### config.mk
export PLATFORM = sky130hd
export DESIGN_NAME = cdma_chip_spreader_flat
export DESIGN_NICKNAME = d
export VERILOG_FILES = /design/src/design/ccs_pkg.sv /design/src/design/ccs_if.sv /design/src/design/ccs_code_mem.sv /design/src/design/ccs_chip_sum.sv /design/src/design/cdma_chip_spreader.sv /design/src/flat_wrapper.sv
export SDC_FILE = /design/constraint.sdc
export NUM_CORES = 1
export LEC_CHECK = 0
export ABC_AREA = 1
export CORE_MARGIN = 2
export CORE_UTILIZATION = 50
export DETAILED_ROUTE_END_ITERATION = 16
export DONT_BUFFER_PORTS = 1
export PLACE_DENSITY = 0.64
export SYNTH_ARGS = -nofsm -noshare
export SYNTH_HDL_FRONTEND = slang
export SYNTH_SLANG_ARGS = --single-unit
### constraint.sdc
create_clock -name i_clk -period 22.7 [get_ports i_clk]
set_input_delay 5.675 -clock i_clk [delete_from_list [all_inputs] [get_ports i_clk]]
set_output_delay 5.675 -clock i_clk [all_outputs]
set_load 0.02 [all_outputs]
### src/design/ccs_pkg.sv
package ccs_pkg;

    localparam int SYM_FIELDS  = 8;
    localparam int CHIP_LIMIT  = 16;
    localparam int CFG_IDX_W   = 2;
    localparam int CFG_DATA_W  = 5;
    localparam int USER_CNT_W  = 4;
    localparam int CODE_LEN_W  = 5;
    localparam int CHIP_IDX_W  = 4;
    localparam int SUM_W       = 5;

    localparam logic [CFG_IDX_W-1:0] CFG_USER_COUNT  = 2'd0;
    localparam logic [CFG_IDX_W-1:0] CFG_CODE_LENGTH = 2'd1;

    localparam logic FUNC_LOAD   = 1'b0;
    localparam logic FUNC_SPREAD = 1'b1;

    localparam logic [USER_CNT_W-1:0] USER_COUNT_RST  = 4'd8;
    localparam logic [CODE_LEN_W-1:0] CODE_LENGTH_RST = 5'd16;

    // -2 saturates to -1
    function automatic logic [1:0] sat_trit(input logic [1:0] raw);
        logic [1:0] res;
        res = (raw == 2'b10) ? 2'b11 : raw;
        return res;
    endfunction

    // product of two saturated trits, -1..1
    function automatic logic [1:0] trit_mul(input logic [1:0] a, input logic [1:0] b);
        logic [1:0] res;
        if (a == 2'b00 || b == 2'b00) begin
            res = 2'b00;
        end else if (a[1] ^ b[1]) begin
            res = 2'b11;
        end else begin
            res = 2'b01;
        end
        return res;
    endfunction

endpackage

### src/design/ccs_if.sv
interface ccs_in_if;
    logic              valid;
    logic              ready;
    logic              func;
    logic        [2:0] code_user;
    logic        [3:0] code_chip;
    logic signed [1:0] code_value;
    logic signed [1:0] bit_0;
    logic signed [1:0] bit_1;
    logic signed [1:0] bit_2;
    logic signed [1:0] bit_3;
    logic signed [1:0] bit_4;
    logic signed [1:0] bit_5;
    logic signed [1:0] bit_6;
    logic signed [1:0] bit_7;

    modport source (
        output valid, func, code_user, code_chip, code_value,
               bit_0, bit_1, bit_2, bit_3, bit_4, bit_5, bit_6, bit_7,
        input  ready
    );
    modport sink (
        input  valid, func, code_user, code_chip, code_value,
               bit_0, bit_1, bit_2, bit_3, bit_4, bit_5, bit_6, bit_7,
        output ready
    );
endinterface

interface ccs_out_if;
    logic              valid;
    logic              ready;
    logic        [3:0] chip_index;
    logic signed [4:0] chip_sum;
    logic              last_chip;

    modport source (output valid, chip_index, chip_sum, last_chip, input ready);
    modport sink   (input valid, chip_index, chip_sum, last_chip, output ready);
endinterface

interface ccs_cfg_if;
    logic       valid;
    logic       ready;
    logic [1:0] index;
    logic [4:0] data;

    modport source (output valid, index, data, input ready);
    modport sink   (input valid, index, data, output ready);
endinterface

### src/design/ccs_code_mem.sv
module ccs_code_mem #(
    parameter int ROWS   = 16,
    parameter int ROW_W  = 4,
    parameter int DATA_W = 16
) (
    input  logic              i_clk,
    input  logic              i_rst_n,
    input  logic              i_rd_en,
    input  logic [ROW_W-1:0]  i_rd_addr,
    output logic [DATA_W-1:0] o_rd_data,
    input  logic              i_wr_en,
    input  logic [ROW_W-1:0]  i_wr_addr,
    input  logic [DATA_W-1:0] i_wr_data
);

    logic [DATA_W-1:0] r_mem [ROWS];
    logic [ROWS-1:0]   r_row_vld;
    logic [DATA_W-1:0] r_q;
    logic              r_q_vld;

    always_ff @(posedge i_clk) begin
        if (i_wr_en) begin
            r_mem[i_wr_addr] <= i_wr_data;
        end
        if (i_rd_en) begin
            r_q <= r_mem[i_rd_addr];
        end
    end

    // rows never written read as zero
    always_ff @(posedge i_clk) begin
        if (!i_rst_n) begin
            r_row_vld <= '0;
            r_q_vld   <= 1'b0;
        end else begin
            if (i_wr_en) begin
                r_row_vld[i_wr_addr] <= 1'b1;
            end
            if (i_rd_en) begin
                r_q_vld <= r_row_vld[i_rd_addr];
            end
        end
    end

    assign o_rd_data = r_q_vld ? r_q : '0;

endmodule

### src/design/ccs_chip_sum.sv
module ccs_chip_sum
    import ccs_pkg::*;
#(
    parameter int LANES = 8
) (
    input  logic [LANES*2-1:0]    i_row,
    input  logic [LANES*2-1:0]    i_sym,
    input  logic [USER_CNT_W-1:0] i_users,
    output logic [SUM_W-1:0]      o_sum
);

    always_comb begin
        logic [SUM_W-1:0] acc;
        logic [1:0]       prod;
        acc = '0;
        for (int l = 0; l < LANES; l++) begin
            prod = trit_mul(i_row[2*l +: 2], i_sym[2*l +: 2]);
            if (USER_CNT_W'(l) < i_users) begin
                acc = acc + {{(SUM_W-2){prod[1]}}, prod};
            end
        end
        o_sum = acc;
    end

endmodule

### src/design/cdma_chip_spreader.sv
// CDMA chip spreader.
// i_in carries one beat per item. func 0 loads one code chip of one user into
// the code memory (one row per chip position, one lane per user) and gives no
// output; func 1 carries one symbol per user and produces code_length beats on
// o_out, chip_index 0 upward, last_chip set on the final one. chip_sum is the
// sum over the first user_count users of code chip times symbol. code_length
// is clamped to 1..ROWS and user_count to 1..LANES. i_cfg writes user_count
// (index 0) and code_length (index 1); always ready, write only while the
// block is idle. A load is a row read, then a merged row write-back. Each
// chip of a spread beat goes through a memory row read and the output
// register, one chip per cycle while o_out does not stall; no new item is
// taken until every chip is read and the read stage is empty.
// Reset clears the code table (per-row valid bits, no clearing pass), sets
// user_count 8 and code_length 16 and empties the pipeline.
// When o_out stalls, the output register holds, the read stage holds one chip
// and row reads pause until the receiver takes the beat.
module cdma_chip_spreader
    import ccs_pkg::*;
#(
    parameter int MAX_USERS = 8,
    parameter int MAX_CHIPS = 16
) (
    input  logic      i_clk,
    input  logic      i_rst_n,
    ccs_in_if.sink    i_in,
    ccs_cfg_if.sink   i_cfg,
    ccs_out_if.source o_out
);

    localparam int LANES  = (MAX_USERS < SYM_FIELDS) ? MAX_USERS : SYM_FIELDS;
    localparam int ROWS   = (MAX_CHIPS < CHIP_LIMIT) ? MAX_CHIPS : CHIP_LIMIT;
    localparam int ROW_W  = (ROWS > 1) ? $clog2(ROWS) : 1;
    localparam int LANE_W = (LANES > 1) ? $clog2(LANES) : 1;
    localparam int DATA_W = LANES * 2;

    typedef enum logic [1:0] {
        ST_IDLE,
        ST_LOAD,
        ST_SPREAD
    } t_state;

    t_state                r_state,    n_state;
    logic [USER_CNT_W-1:0] r_user_cnt;
    logic [CODE_LEN_W-1:0] r_code_len;
    logic [ROW_W-1:0]      r_ld_row,   n_ld_row;
    logic [LANE_W-1:0]     r_ld_lane,  n_ld_lane;
    logic [1:0]            r_ld_val,   n_ld_val;
    logic [DATA_W-1:0]     r_sym,      n_sym;
    logic [CHIP_IDX_W-1:0] r_chip,     n_chip;
    logic [CHIP_IDX_W-1:0] r_last,     n_last;
    logic                  r_rd_vld,   n_rd_vld;
    logic [CHIP_IDX_W-1:0] r_rd_idx,   n_rd_idx;
    logic                  r_rd_last,  n_rd_last;
    logic                  r_out_vld,  n_out_vld;
    logic [CHIP_IDX_W-1:0] r_out_idx,  n_out_idx;
    logic [SUM_W-1:0]      r_out_sum,  n_out_sum;
    logic                  r_out_last, n_out_last;

    logic                  in_ready;
    logic                  in_acc;
    logic                  out_free;
    logic                  issue;
    logic                  load_ok;
    logic [USER_CNT_W-1:0] users_act;
    logic [CODE_LEN_W-1:0] chips_act;
    logic                  mem_rd_en;
    logic [ROW_W-1:0]      mem_rd_addr;
    logic [DATA_W-1:0]     mem_rd_data;
    logic                  mem_wr_en;
    logic [DATA_W-1:0]     mem_wr_data;
    logic [SUM_W-1:0]      chip_sum;
    logic [1:0]            sym_in [SYM_FIELDS];

    assign i_cfg.ready = 1'b1;

    always_ff @(posedge i_clk) begin
        if (!i_rst_n) begin
            r_user_cnt <= USER_COUNT_RST;
            r_code_len <= CODE_LENGTH_RST;
        end else if (i_cfg.valid) begin
            if (i_cfg.index == CFG_USER_COUNT) begin
                r_user_cnt <= i_cfg.data[USER_CNT_W-1:0];
            end else if (i_cfg.index == CFG_CODE_LENGTH) begin
                r_code_len <= i_cfg.data[CODE_LEN_W-1:0];
            end
        end
    end

    always_comb begin
        if (r_user_cnt == '0) begin
            users_act = USER_CNT_W'(1);
        end else if (r_user_cnt > USER_CNT_W'(LANES)) begin
            users_act = USER_CNT_W'(LANES);
        end else begin
            users_act = r_user_cnt;
        end
        if (r_code_len == '0) begin
            chips_act = CODE_LEN_W'(1);
        end else if (r_code_len > CODE_LEN_W'(ROWS)) begin
            chips_act = CODE_LEN_W'(ROWS);
        end else begin
            chips_act = r_code_len;
        end
    end

    assign sym_in[0] = i_in.bit_0;
    assign sym_in[1] = i_in.bit_1;
    assign sym_in[2] = i_in.bit_2;
    assign sym_in[3] = i_in.bit_3;
    assign sym_in[4] = i_in.bit_4;
    assign sym_in[5] = i_in.bit_5;
    assign sym_in[6] = i_in.bit_6;
    assign sym_in[7] = i_in.bit_7;

    assign out_free = !r_out_vld || o_out.ready;
    assign in_ready = (r_state == ST_IDLE) && !r_rd_vld;
    assign in_acc   = i_in.valid && in_ready;
    assign issue    = (r_state == ST_SPREAD) && (!r_rd_vld || out_free);
    assign load_ok  = ({1'b0, i_in.code_user} < 4'(LANES))
                   && ({1'b0, i_in.code_chip} < 5'(ROWS));
    assign i_in.ready = in_ready;

    assign mem_rd_en   = issue || (in_acc && i_in.func == FUNC_LOAD);
    assign mem_rd_addr = issue ? r_chip[ROW_W-1:0] : i_in.code_chip[ROW_W-1:0];
    assign mem_wr_en   = (r_state == ST_LOAD);

    // replace one lane of the row just read
    always_comb begin
        mem_wr_data = mem_rd_data;
        for (int l = 0; l < LANES; l++) begin
            if (LANE_W'(l) == r_ld_lane) begin
                mem_wr_data[2*l +: 2] = r_ld_val;
            end
        end
    end

    ccs_code_mem #(
        .ROWS   (ROWS),
        .ROW_W  (ROW_W),
        .DATA_W (DATA_W)
    ) u_mem (
        .i_clk     (i_clk),
        .i_rst_n   (i_rst_n),
        .i_rd_en   (mem_rd_en),
        .i_rd_addr (mem_rd_addr),
        .o_rd_data (mem_rd_data),
        .i_wr_en   (mem_wr_en),
        .i_wr_addr (r_ld_row),
        .i_wr_data (mem_wr_data)
    );

    ccs_chip_sum #(
        .LANES (LANES)
    ) u_sum (
        .i_row   (mem_rd_data),
        .i_sym   (r_sym),
        .i_users (users_act),
        .o_sum   (chip_sum)
    );

    always_comb begin
        n_state    = r_state;
        n_ld_row   = r_ld_row;
        n_ld_lane  = r_ld_lane;
        n_ld_val   = r_ld_val;
        n_sym      = r_sym;
        n_chip     = r_chip;
        n_last     = r_last;
        n_rd_vld   = r_rd_vld;
        n_rd_idx   = r_rd_idx;
        n_rd_last  = r_rd_last;
        n_out_vld  = r_out_vld;
        n_out_idx  = r_out_idx;
        n_out_sum  = r_out_sum;
        n_out_last = r_out_last;

        case (r_state)
            ST_IDLE: begin
                if (in_acc) begin
                    if (i_in.func == FUNC_LOAD) begin
                        if (load_ok) begin
                            n_state = ST_LOAD;
                        end
                        n_ld_row  = i_in.code_chip[ROW_W-1:0];
                        n_ld_lane = i_in.code_user[LANE_W-1:0];
                        n_ld_val  = sat_trit(i_in.code_value);
                    end else begin
                        n_state = ST_SPREAD;
                        n_chip  = '0;
                        n_last  = CHIP_IDX_W'(chips_act - CODE_LEN_W'(1));
                        for (int l = 0; l < LANES; l++) begin
                            n_sym[2*l +: 2] = sat_trit(sym_in[l]);
                        end
                    end
                end
            end
            ST_LOAD: begin
                n_state = ST_IDLE;
            end
            ST_SPREAD: begin
                if (issue) begin
                    n_chip = r_chip + CHIP_IDX_W'(1);
                    if (r_chip == r_last) begin
                        n_state = ST_IDLE;
                    end
                end
            end
            default: begin
                n_state = ST_IDLE;
            end
        endcase

        if (issue) begin
            n_rd_vld  = 1'b1;
            n_rd_idx  = r_chip;
            n_rd_last = (r_chip == r_last);
        end else if (r_rd_vld && out_free) begin
            n_rd_vld = 1'b0;
        end

        if (r_rd_vld && out_free) begin
            n_out_vld  = 1'b1;
            n_out_idx  = r_rd_idx;
            n_out_sum  = chip_sum;
            n_out_last = r_rd_last;
        end else if (o_out.ready) begin
            n_out_vld = 1'b0;
        end
    end

    always_ff @(posedge i_clk) begin
        if (!i_rst_n) begin
            r_state   <= ST_IDLE;
            r_rd_vld  <= 1'b0;
            r_out_vld <= 1'b0;
        end else begin
            r_state   <= n_state;
            r_rd_vld  <= n_rd_vld;
            r_out_vld <= n_out_vld;
        end
        r_ld_row   <= n_ld_row;
        r_ld_lane  <= n_ld_lane;
        r_ld_val   <= n_ld_val;
        r_sym      <= n_sym;
        r_chip     <= n_chip;
        r_last     <= n_last;
        r_rd_idx   <= n_rd_idx;
        r_rd_last  <= n_rd_last;
        r_out_idx  <= n_out_idx;
        r_out_sum  <= n_out_sum;
        r_out_last <= n_out_last;
    end

    assign o_out.valid      = r_out_vld;
    assign o_out.chip_index = r_out_idx;
    assign o_out.chip_sum   = r_out_sum;
    assign o_out.last_chip  = r_out_last;

endmodule

### src/flat_wrapper.sv
// flat-port wrapper written by rule: the top's interface ports become plain ports
module cdma_chip_spreader_flat import ccs_pkg::*;
#(
    parameter int MAX_USERS = 8,
    parameter int MAX_CHIPS = 16
)
  (i_clk, i_rst_n, i_in_valid, i_in_func, i_in_code_user, i_in_code_chip, i_in_code_value, i_in_bit_0, i_in_bit_1, i_in_bit_2, i_in_bit_3, i_in_bit_4, i_in_bit_5, i_in_bit_6, i_in_bit_7, i_in_ready, i_cfg_valid, i_cfg_index, i_cfg_data, i_cfg_ready, o_out_valid, o_out_chip_index, o_out_chip_sum, o_out_last_chip, o_out_ready);
  ccs_in_if i_in_i ();
  ccs_cfg_if i_cfg_i ();
  ccs_out_if o_out_i ();
  input  logic i_clk;
  input  logic i_rst_n;
  input wire logic [$bits(i_in_i.valid)-1:0] i_in_valid;
  input wire logic [$bits(i_in_i.func)-1:0] i_in_func;
  input wire logic [$bits(i_in_i.code_user)-1:0] i_in_code_user;
  input wire logic [$bits(i_in_i.code_chip)-1:0] i_in_code_chip;
  input wire logic [$bits(i_in_i.code_value)-1:0] i_in_code_value;
  input wire logic [$bits(i_in_i.bit_0)-1:0] i_in_bit_0;
  input wire logic [$bits(i_in_i.bit_1)-1:0] i_in_bit_1;
  input wire logic [$bits(i_in_i.bit_2)-1:0] i_in_bit_2;
  input wire logic [$bits(i_in_i.bit_3)-1:0] i_in_bit_3;
  input wire logic [$bits(i_in_i.bit_4)-1:0] i_in_bit_4;
  input wire logic [$bits(i_in_i.bit_5)-1:0] i_in_bit_5;
  input wire logic [$bits(i_in_i.bit_6)-1:0] i_in_bit_6;
  input wire logic [$bits(i_in_i.bit_7)-1:0] i_in_bit_7;
  output wire logic [$bits(i_in_i.ready)-1:0] i_in_ready;
  input wire logic [$bits(i_cfg_i.valid)-1:0] i_cfg_valid;
  input wire logic [$bits(i_cfg_i.index)-1:0] i_cfg_index;
  input wire logic [$bits(i_cfg_i.data)-1:0] i_cfg_data;
  output wire logic [$bits(i_cfg_i.ready)-1:0] i_cfg_ready;
  output wire logic [$bits(o_out_i.valid)-1:0] o_out_valid;
  output wire logic [$bits(o_out_i.chip_index)-1:0] o_out_chip_index;
  output wire logic [$bits(o_out_i.chip_sum)-1:0] o_out_chip_sum;
  output wire logic [$bits(o_out_i.last_chip)-1:0] o_out_last_chip;
  input wire logic [$bits(o_out_i.ready)-1:0] o_out_ready;
  assign i_in_i.valid = i_in_valid;
  assign i_in_i.func = i_in_func;
  assign i_in_i.code_user = i_in_code_user;
  assign i_in_i.code_chip = i_in_code_chip;
  assign i_in_i.code_value = i_in_code_value;
  assign i_in_i.bit_0 = i_in_bit_0;
  assign i_in_i.bit_1 = i_in_bit_1;
  assign i_in_i.bit_2 = i_in_bit_2;
  assign i_in_i.bit_3 = i_in_bit_3;
  assign i_in_i.bit_4 = i_in_bit_4;
  assign i_in_i.bit_5 = i_in_bit_5;
  assign i_in_i.bit_6 = i_in_bit_6;
  assign i_in_i.bit_7 = i_in_bit_7;
  assign i_in_ready = i_in_i.ready;
  assign i_cfg_i.valid = i_cfg_valid;
  assign i_cfg_i.index = i_cfg_index;
  assign i_cfg_i.data = i_cfg_data;
  assign i_cfg_ready = i_cfg_i.ready;
  assign o_out_valid = o_out_i.valid;
  assign o_out_chip_index = o_out_i.chip_index;
  assign o_out_chip_sum = o_out_i.chip_sum;
  assign o_out_last_chip = o_out_i.last_chip;
  assign o_out_i.ready = o_out_ready;
  cdma_chip_spreader #(.MAX_USERS(MAX_USERS), .MAX_CHIPS(MAX_CHIPS)) u_core (.i_clk(i_clk), .i_rst_n(i_rst_n), .i_in(i_in_i), .i_cfg(i_cfg_i), .o_out(o_out_i));
endmodule
==> impl_metrics.py, run 1 <==
metrics = {
    "run_status": {
        "outcome": "finished clean",
    },
    "sta": {
        "ratio_of_final_minimum_period_to_clock_period_pct": 38.2,
        "worst_slew_pin_slew_ns": 1.24,
        "final_max_slew_viol_count": 0,
        "min_period_ns": 8.67,
        "fin_tns_setup_ns": 0,
        "setup-violations-final": 0,
        "finalHoldViolCount": 0,
        "timing.clock.skew_ns": 0.0238,
        "grt_setup_unrepaired": "no",
        "timing.max_slew.rel_slack_pct": 17.3,
        "max_freq_mhz": 115,
    },
    "cells_and_area": {
        "top_library_cells_by_usage_in_the_layout_fill_and_taps_aside": "320 x edfxtp_1, 202 x nor2_1, 155 x o21ai_0",
        "design.final.nets": 1410,
        "drive_above_1_share_pct": 11.0,
        "mostFrequentLayoutCell": "edfxtp_1",
        "area.growth.synth_to_final_pct": 10.0,
        "antenna_cells": 0,
        "final_cell_area_sq_um": 17000,
    },
    "worst_setup_path": {
        "worst-endpoint-arrival_ns": 8.94,
        "timing.critical_path.to_type": "register",
        "crit_path_start_kind": "input pin",
        "cp_data_required_time_ns": 22.97,
        "critical_path_peak_fanout": 69,
        "worst-setup-path-type": "in -> reg",
    },
    "global_route": {
        "grtUsageTotal_pct": 23.4,
        "grt_max_degree": 89,
        "initial_antenna_violation_count": 0,
        "grt_remaining_overflow": 0,
        "grt_pass1_wl_mm": 57.8,
        "first_global_vias": 9866,
    },
    "synth": {
        "mappedNetlistArea_sq_um": 15400,
        "synth_fa_ha_area_share_pct": 3.11,
        "synth_simple_gate_area_share_pct": 12.2,
        "avgSynthCellArea_sq_um": 11.5,
        "xor_xnor_cell_area_share_of_the_yosys_netlist_pct": 1.02,
        "ys.flop_type": "edfxtp_1",
        "synth_top_family_by_area": "compound AO/OA/AOI/OAI gates",
        "postSynthRegisterBits": 350,
        "yosys-mux-area-fraction_pct": 0,
        "synth.distinct_cells": 47,
        "async_reset_ff_share_pct": 0,
        "synth_sequential_area_ratio_pct": 66.1,
        "syn_nets": 1412,
        "synth-compound-area-share_pct": 12.9,
        "post_synthesis_cells": 1341,
        "ys_warn_count": 0,
        "synth_enable_flop_cells": 320,
    },
    "die": {
        "fp.dieH_um": 180,
        "pin_count": 51,
        "die_w_um": 180,
        "core_sq_um": 30500,
        "die-area_sq_um": 32300,
        "start_util_pct": 50.6,
        "fp-row-count": 64,
    },
    "clock_network": {
        "numCtsBuffers": 37,
        "clk_pin_slew_worst_paths_ns": 0.06,
        "cts_tree": "built",
        "postCtsSetupRepairBufs": 0,
        "clock_path_buffers": 3,
        "cts_hold_buf": 0,
        "root_buffer": "clkbuf_16",
        "postCtsResizedCells": 0,
        "total_number_of_h_tree_levels": 2,
        "cts_sinks": 350,
        "worst_skew_pair.late_latency_ns": 0.53,
    },
    "route": {
        "top_signal_layer_used": "met4",
        "drt_drc_violations_left": 0,
        "wire_per_inst_um": 21.4,
        "route.layer.met1.wl_mm": 16.2,
        "dr.first_iter.drc_count": 981,
        "ant_nets": 0,
        "finalWirelength_mm": 37.6,
        "via_count_of_the_routed_design": 10200,
        "route.detailed.vias_per_inst": 5.80,
        "wl_met3_mm": 2.77,
        "met2WireLength_mm": 17.6,
        "firstDrtPassIters": 6,
    },
    "placed_design": {
        "dp_hpwl_mm": 21.3,
        "port_buffers": 0,
        "placed_area_sq_um": 15900,
        "gp_congestion": 0.813,
    },
    "hold_path": {
        "worstHoldPathType": "reg -> reg",
    },
    "pwr": {
        "power_per_cell_area_nw_per_um2": 88.3,
        "max_rail_drop_vdd_mv": 0.0823,
        "total_leakage_power_nw": 6.06,
    },
    "run": {
        "max-cap-violations": 0,
    },
}
[sequential cells by signal, indices dropped and copies added (netlist names)]
| name | count |
|---|---|
| u_core.o_out.last_chip | 1 |
| u_core.o_out.valid | 1 |
| u_core.r_ld_val | 2 |
| u_core.r_rd_idx | 4 |
| u_core.u_mem.r_row_vld | 16 |
| u_core.r_sym | 16 |
| u_core.r_rd_last | 1 |
| u_core.r_chip | 4 |
| u_core.u_mem.r_q | 16 |
| u_core.u_mem.r_mem | 256 |
| u_core.o_out.chip_index | 4 |
| u_core.r_code_len | 5 |
| u_core.u_mem.r_q_vld | 1 |
| u_core.r_last | 4 |
| u_core.r_ld_row | 4 |
| u_core.r_user_cnt | 4 |
| u_core.r_ld_lane | 3 |
| u_core.r_state | 2 |
| u_core.o_out.chip_sum | 5 |
| u_core.r_rd_vld | 1 |
[cell families (layout without fill, tap and decap cells)]
group / Yosys count / count (layout)
fa+ha+maj: 33 / 33
buf+inv: 174 / 195
flops: 350 / 350
simple gates: 441 / 441
xor+xnor: 18 / 18
compound gates: 324 / 324
other cells: 1 / 1
[worst max-delay path, stage by stage]
cell and delay, ns:
inv_1 0.07, nand3_1 0.13, nand2_2 0.23, nand2_1 0.13
o21ai_4 0.07, buf_4 0.65, clkinv_1 0.80, buf_4 0.55
o21ai_0 0.17, o221ai_1 0.17, o211ai_1 0.16, nand2_1 0.09
[per-stage QoR]
step,util [%],setup WS [ns],std cells,hold slack [ns],power (W)
after CTS,55.7,14.10,1758,0.418,0.00151
final,55.7,14.03,1758,0.419,0.00150
after detailed placement,52.2,13.59,1696,0.405,0.000970
after global routing,55.7,13.74,1758,0.430,0.00157
after global placement,52.2,13.63,1696,0.405,0.000963
after floorplan,-,15.46,1341,0.400,0.000915
[worst paths after layout]
kind                                           start                         end  slack (ns)  cells after the start
worst max-delay path                     o_out_ready        u_core.u_mem.r_q[15]       14.03                     12
worst min-delay path              u_core.r_rd_idx[3]  u_core.o_out.chip_index[3]        0.42                      0
worst max register to register  u_core.u_mem.r_q_vld    u_core.o_out.chip_sum[4]       14.51                     42
worst min register to register    u_core.r_rd_idx[3]  u_core.o_out.chip_index[3]        0.42                      0
[power by group]
part	internal, W	total, W	leakage [nW]	switching [W]
combinational	0.0000734	0.000219	2.40	0.000146
sequential	0.000727	0.000737	3.15	0.0000101
clock	0.000304	0.000545	0.518	0.000240
[synthesized netlist by cell type, types with 3 or more instances]
master    number  area share, %
or2_2         14           0.57
o21a_1        10           0.49
nand3_1       38            1.2
a21oi_2        5           0.28
buf_6          3           0.22
xnor2_1       11           0.62
o221ai_1      35            2.0
edfxtp_1     320             62
o21ai_1        7           0.23
buf_2         13           0.42
xor2_1         7           0.40
nand2_1      132            3.2
clkinv_1       3          0.073
clkbuf_1      46            1.1
o22ai_1       35            1.4
inv_1         96            2.3
nand2_2       11           0.45
o21ai_0      155            5.0
nand2_4        3           0.22
o211ai_1      36            1.8
nor2_1       219            5.3
inv_2          8           0.19
ha_1          24            1.9
nor3_1         7           0.23
a21oi_1       24           0.78
dfxtp_1       30            3.9
nand3_2        6           0.39
o21ai_2        5           0.28
a31oi_1        5           0.20
fa_1           9            1.2
[per-layer routing]
layer / GRT usage [%] / up-vias
met2: 37.5 / 409
met4: 7.35 / 0
li1: - / 4777
met3: 3.14 / 79
met5: 0 / -
met1: 33.3 / 4939
[layout make-up]
type	count	area, sq um
Fill cell	2530	13500
Sequential cell	350	10200
Multi-Input combinational cell	817	4620
Clock buffer	49	981
Tap cell	396	495
Inverter	108	409
Timing Repair Buffer	25	188
Clock inverter	13	86.3
Note: power is estimated with default switching activity, not from simulation.
==> run 2: changes to the inputs <==
- clock period: 22.7 -> 9 ns (I/O delays scaled with it)
==> run 2 against run 1 <==
Clock skew increased by 0.010 ns; sequential power increased to 2.5 times the previous value; non-clock buffer count grew 8; final cell count up 0.46%; first-iteration DRC count is 21% lower; design area grew 0.33%; critical path depth grew 30; die area did not move; global-route usage shrank 0.75 points; setup slack worse by 13 ns; core utilization increased by 0.18 points; combinational power increased to 2.6 times the previous value; critical endpoint is now u_core.o_out.chip_sum[4].
==> impl_metrics.py, run 2 (synthesis results as in run 1) <==
metrics = {
    "sta": {
        "grt_setup_unrepaired": "no",
        "ratio_of_final_minimum_period_to_clock_period_pct": 83.2,
        "worst_slew_pin_slew_ns": 1.23,
        "fin_tns_setup_ns": 0,
        "finalHoldViolCount": 0,
        "min_period_ns": 7.49,
        "timing.max_slew.rel_slack_pct": 17.8,
        "max_freq_mhz": 134,
        "final.setup.worst_slack_ns": 1.51,
        "final_max_slew_viol_count": 0,
        "timing.clock.skew_ns": 0.0340,
        "setup-violations-final": 0,
    },
    "clock_network": {
        "worst_skew_pair.late_latency_ns": 0.53,
        "numCtsBuffers": 37,
        "postCtsResizedCells": 0,
        "cts_sinks": 350,
        "total_number_of_h_tree_levels": 2,
        "clock_path_buffers": 3,
        "root_buffer": "clkbuf_16",
        "clk_pin_slew_worst_paths_ns": 0.06,
        "postCtsSetupRepairBufs": 0,
        "cts_tree": "built",
        "cts_hold_buf": 0,
    },
    "run": {
        "max-cap-violations": 0,
    },
    "pwr": {
        "power_per_cell_area_nw_per_um2": 223,
        "total_leakage_power_nw": 6.11,
        "clkPwrFrac_pct": 36.6,
        "max_rail_drop_vdd_mv": 0.119,
        "internal_power_w": 0.00282,
        "seqPwrFrac_pct": 48.7,
        "share_comb_of_total_power_pct": 14.7,
        "swShare_pct": 26.0,
        "p_switching_w": 0.000988,
    },
    "global_route": {
        "grt_max_degree": 72,
        "grt_remaining_overflow": 0,
        "first_global_vias": 9915,
        "initial_antenna_violation_count": 0,
        "grt_pass1_wl_mm": 56.6,
        "grtUsageTotal_pct": 22.6,
    },
    "worst_setup_path": {
        "critical-path-max-stage-delay_ns": 0.47,
        "critical_path_peak_fanout": 18,
        "critical_path.slowest_cell": "fa_1",
        "worst-endpoint-arrival_ns": 7.74,
        "crit_path_start_kind": "register",
        "worst-setup-path-type": "reg -> reg",
        "timing.critical_path.to_type": "register",
        "cp_data_required_time_ns": 9.25,
    },
    "cells_and_area": {
        "largest-register": "u_core.u_mem.r_mem",
        "largest_register_ff_count": 256,
        "final_cell_count_no_fill": 1766,
        "design.final.nets": 1418,
        "area.growth.synth_to_final_pct": 10.4,
        "antenna_cells": 0,
        "mostFrequentLayoutCell": "edfxtp_1",
        "top_library_cells_by_usage_in_the_layout_fill_and_taps_aside": "320 x edfxtp_1, 202 x nor2_1, 154 x o21ai_0",
        "drive_above_1_share_pct": 11.6,
    },
    "placed_design": {
        "preCtsSetupSlack_ns": 1.47,
        "dp_hpwl_mm": 21.3,
        "port_buffers": 0,
        "place_inst": 1704,
        "gp_congestion": 0.842,
    },
    "route": {
        "finalWirelength_mm": 36.5,
        "route.detailed.vias_per_inst": 5.77,
        "firstDrtPassIters": 5,
        "drt_drc_violations_left": 0,
        "wire_per_inst_um": 20.7,
        "via_count_of_the_routed_design": 10200,
        "ant_nets": 0,
        "dr.first_iter.drc_count": 778,
    },
    "die": {
        "start_util_pct": 50.6,
        "fp-row-count": 64,
        "die_w_um": 180,
        "core_sq_um": 30500,
        "pin_count": 51,
        "die-area_sq_um": 32300,
        "fp.dieH_um": 180,
    },
    "run_status": {
        "outcome": "finished clean",
    },
    "hold_path": {
        "worstHoldPathType": "reg -> reg",
    },
}
run 2: cell types whose count changed in the layout (fill, tap and decap cells not counted), moves of 2 or more:
| cell | change |
|---|---|
| nor2_2 | +6 |
| nor2_4 | -6 |
| inv_6 | -2 |
| clkbuf_8 | +2 |
| buf_4 | +8 |
run 2: path summary, 6_finish.rpt:
kind	startpoint	end	slack [ns]	cells past startpoint
setup / recovery	u_core.u_mem.r_q_vld	u_core.o_out.chip_sum[4]	1.51	42
hold / removal	u_core.r_rd_last	u_core.o_out.last_chip	0.43	0
setup reg to reg	u_core.u_mem.r_q_vld	u_core.o_out.chip_sum[4]	1.51	42
hold reg to reg	u_core.r_rd_last	u_core.o_out.last_chip	0.43	0
run 2: layer usage:
metal | track usage (%) | share of wire (%) | vias to the layer above
met1 | 31.3 | 44 | 4986
met4 | 7.19 | 2.6 | 0
met3 | 4.13 | 6.8 | 68
li1 | - | - | 4796
met5 | 0 | 0 | -
met2 | 36.5 | 47 | 343
run 2: cell type report:
| class | count | area, sq um |
|---|---|---|
| clock buffer | 52 | 1030 |
| clock inverter | 10 | 60.1 |
| fill | 2517 | 13500 |
| inverter | 108 | 409 |
| multi-input combinational | 817 | 4590 |
| sequential | 350 | 10200 |
| tap | 396 | 495 |
| timing repair buffer | 33 | 248 |
run 2: critical path, delay by kind of cell, from the launching register on:
family,cells,cell delay [ns]
fa+ha+maj,7,2.75
simple gates,19,2.18
buf+inv,10,0.94
compound gates,5,0.87
flops,1,0.32
xor+xnor,1,0.20
run 2: metrics by stage:
step / area [sq um] / power, W / utilization, % / hold slack (ns)
2_1_floorplan: 15400 / 0.00231 / - / 0.400
3_3_place_gp: 16000 / 0.00243 / 52.3 / 0.403
3_5_place_dp: 16000 / 0.00245 / 52.3 / 0.405
4_1_cts: 17000 / 0.00383 / 55.9 / 0.427
5_1_grt: 17000 / 0.00398 / 55.9 / 0.426
6_report: 17000 / 0.00380 / 55.9 / 0.425
run 2: power by group through the flow:
| stage | sequential [W] | combinational (W) | clock (W) |
|---|---|---|---|
| CTS | 0.00185 | 0.000563 | 0.00142 |
| finish | 0.00185 | 0.000560 | 0.00139 |
| floorplan | 0.00188 | 0.000426 | 0 |
| detailed placement | 0.00189 | 0.000559 | 0 |
| global placement | 0.00189 | 0.000546 | 0 |
| global route | 0.00186 | 0.000638 | 0.00149 |
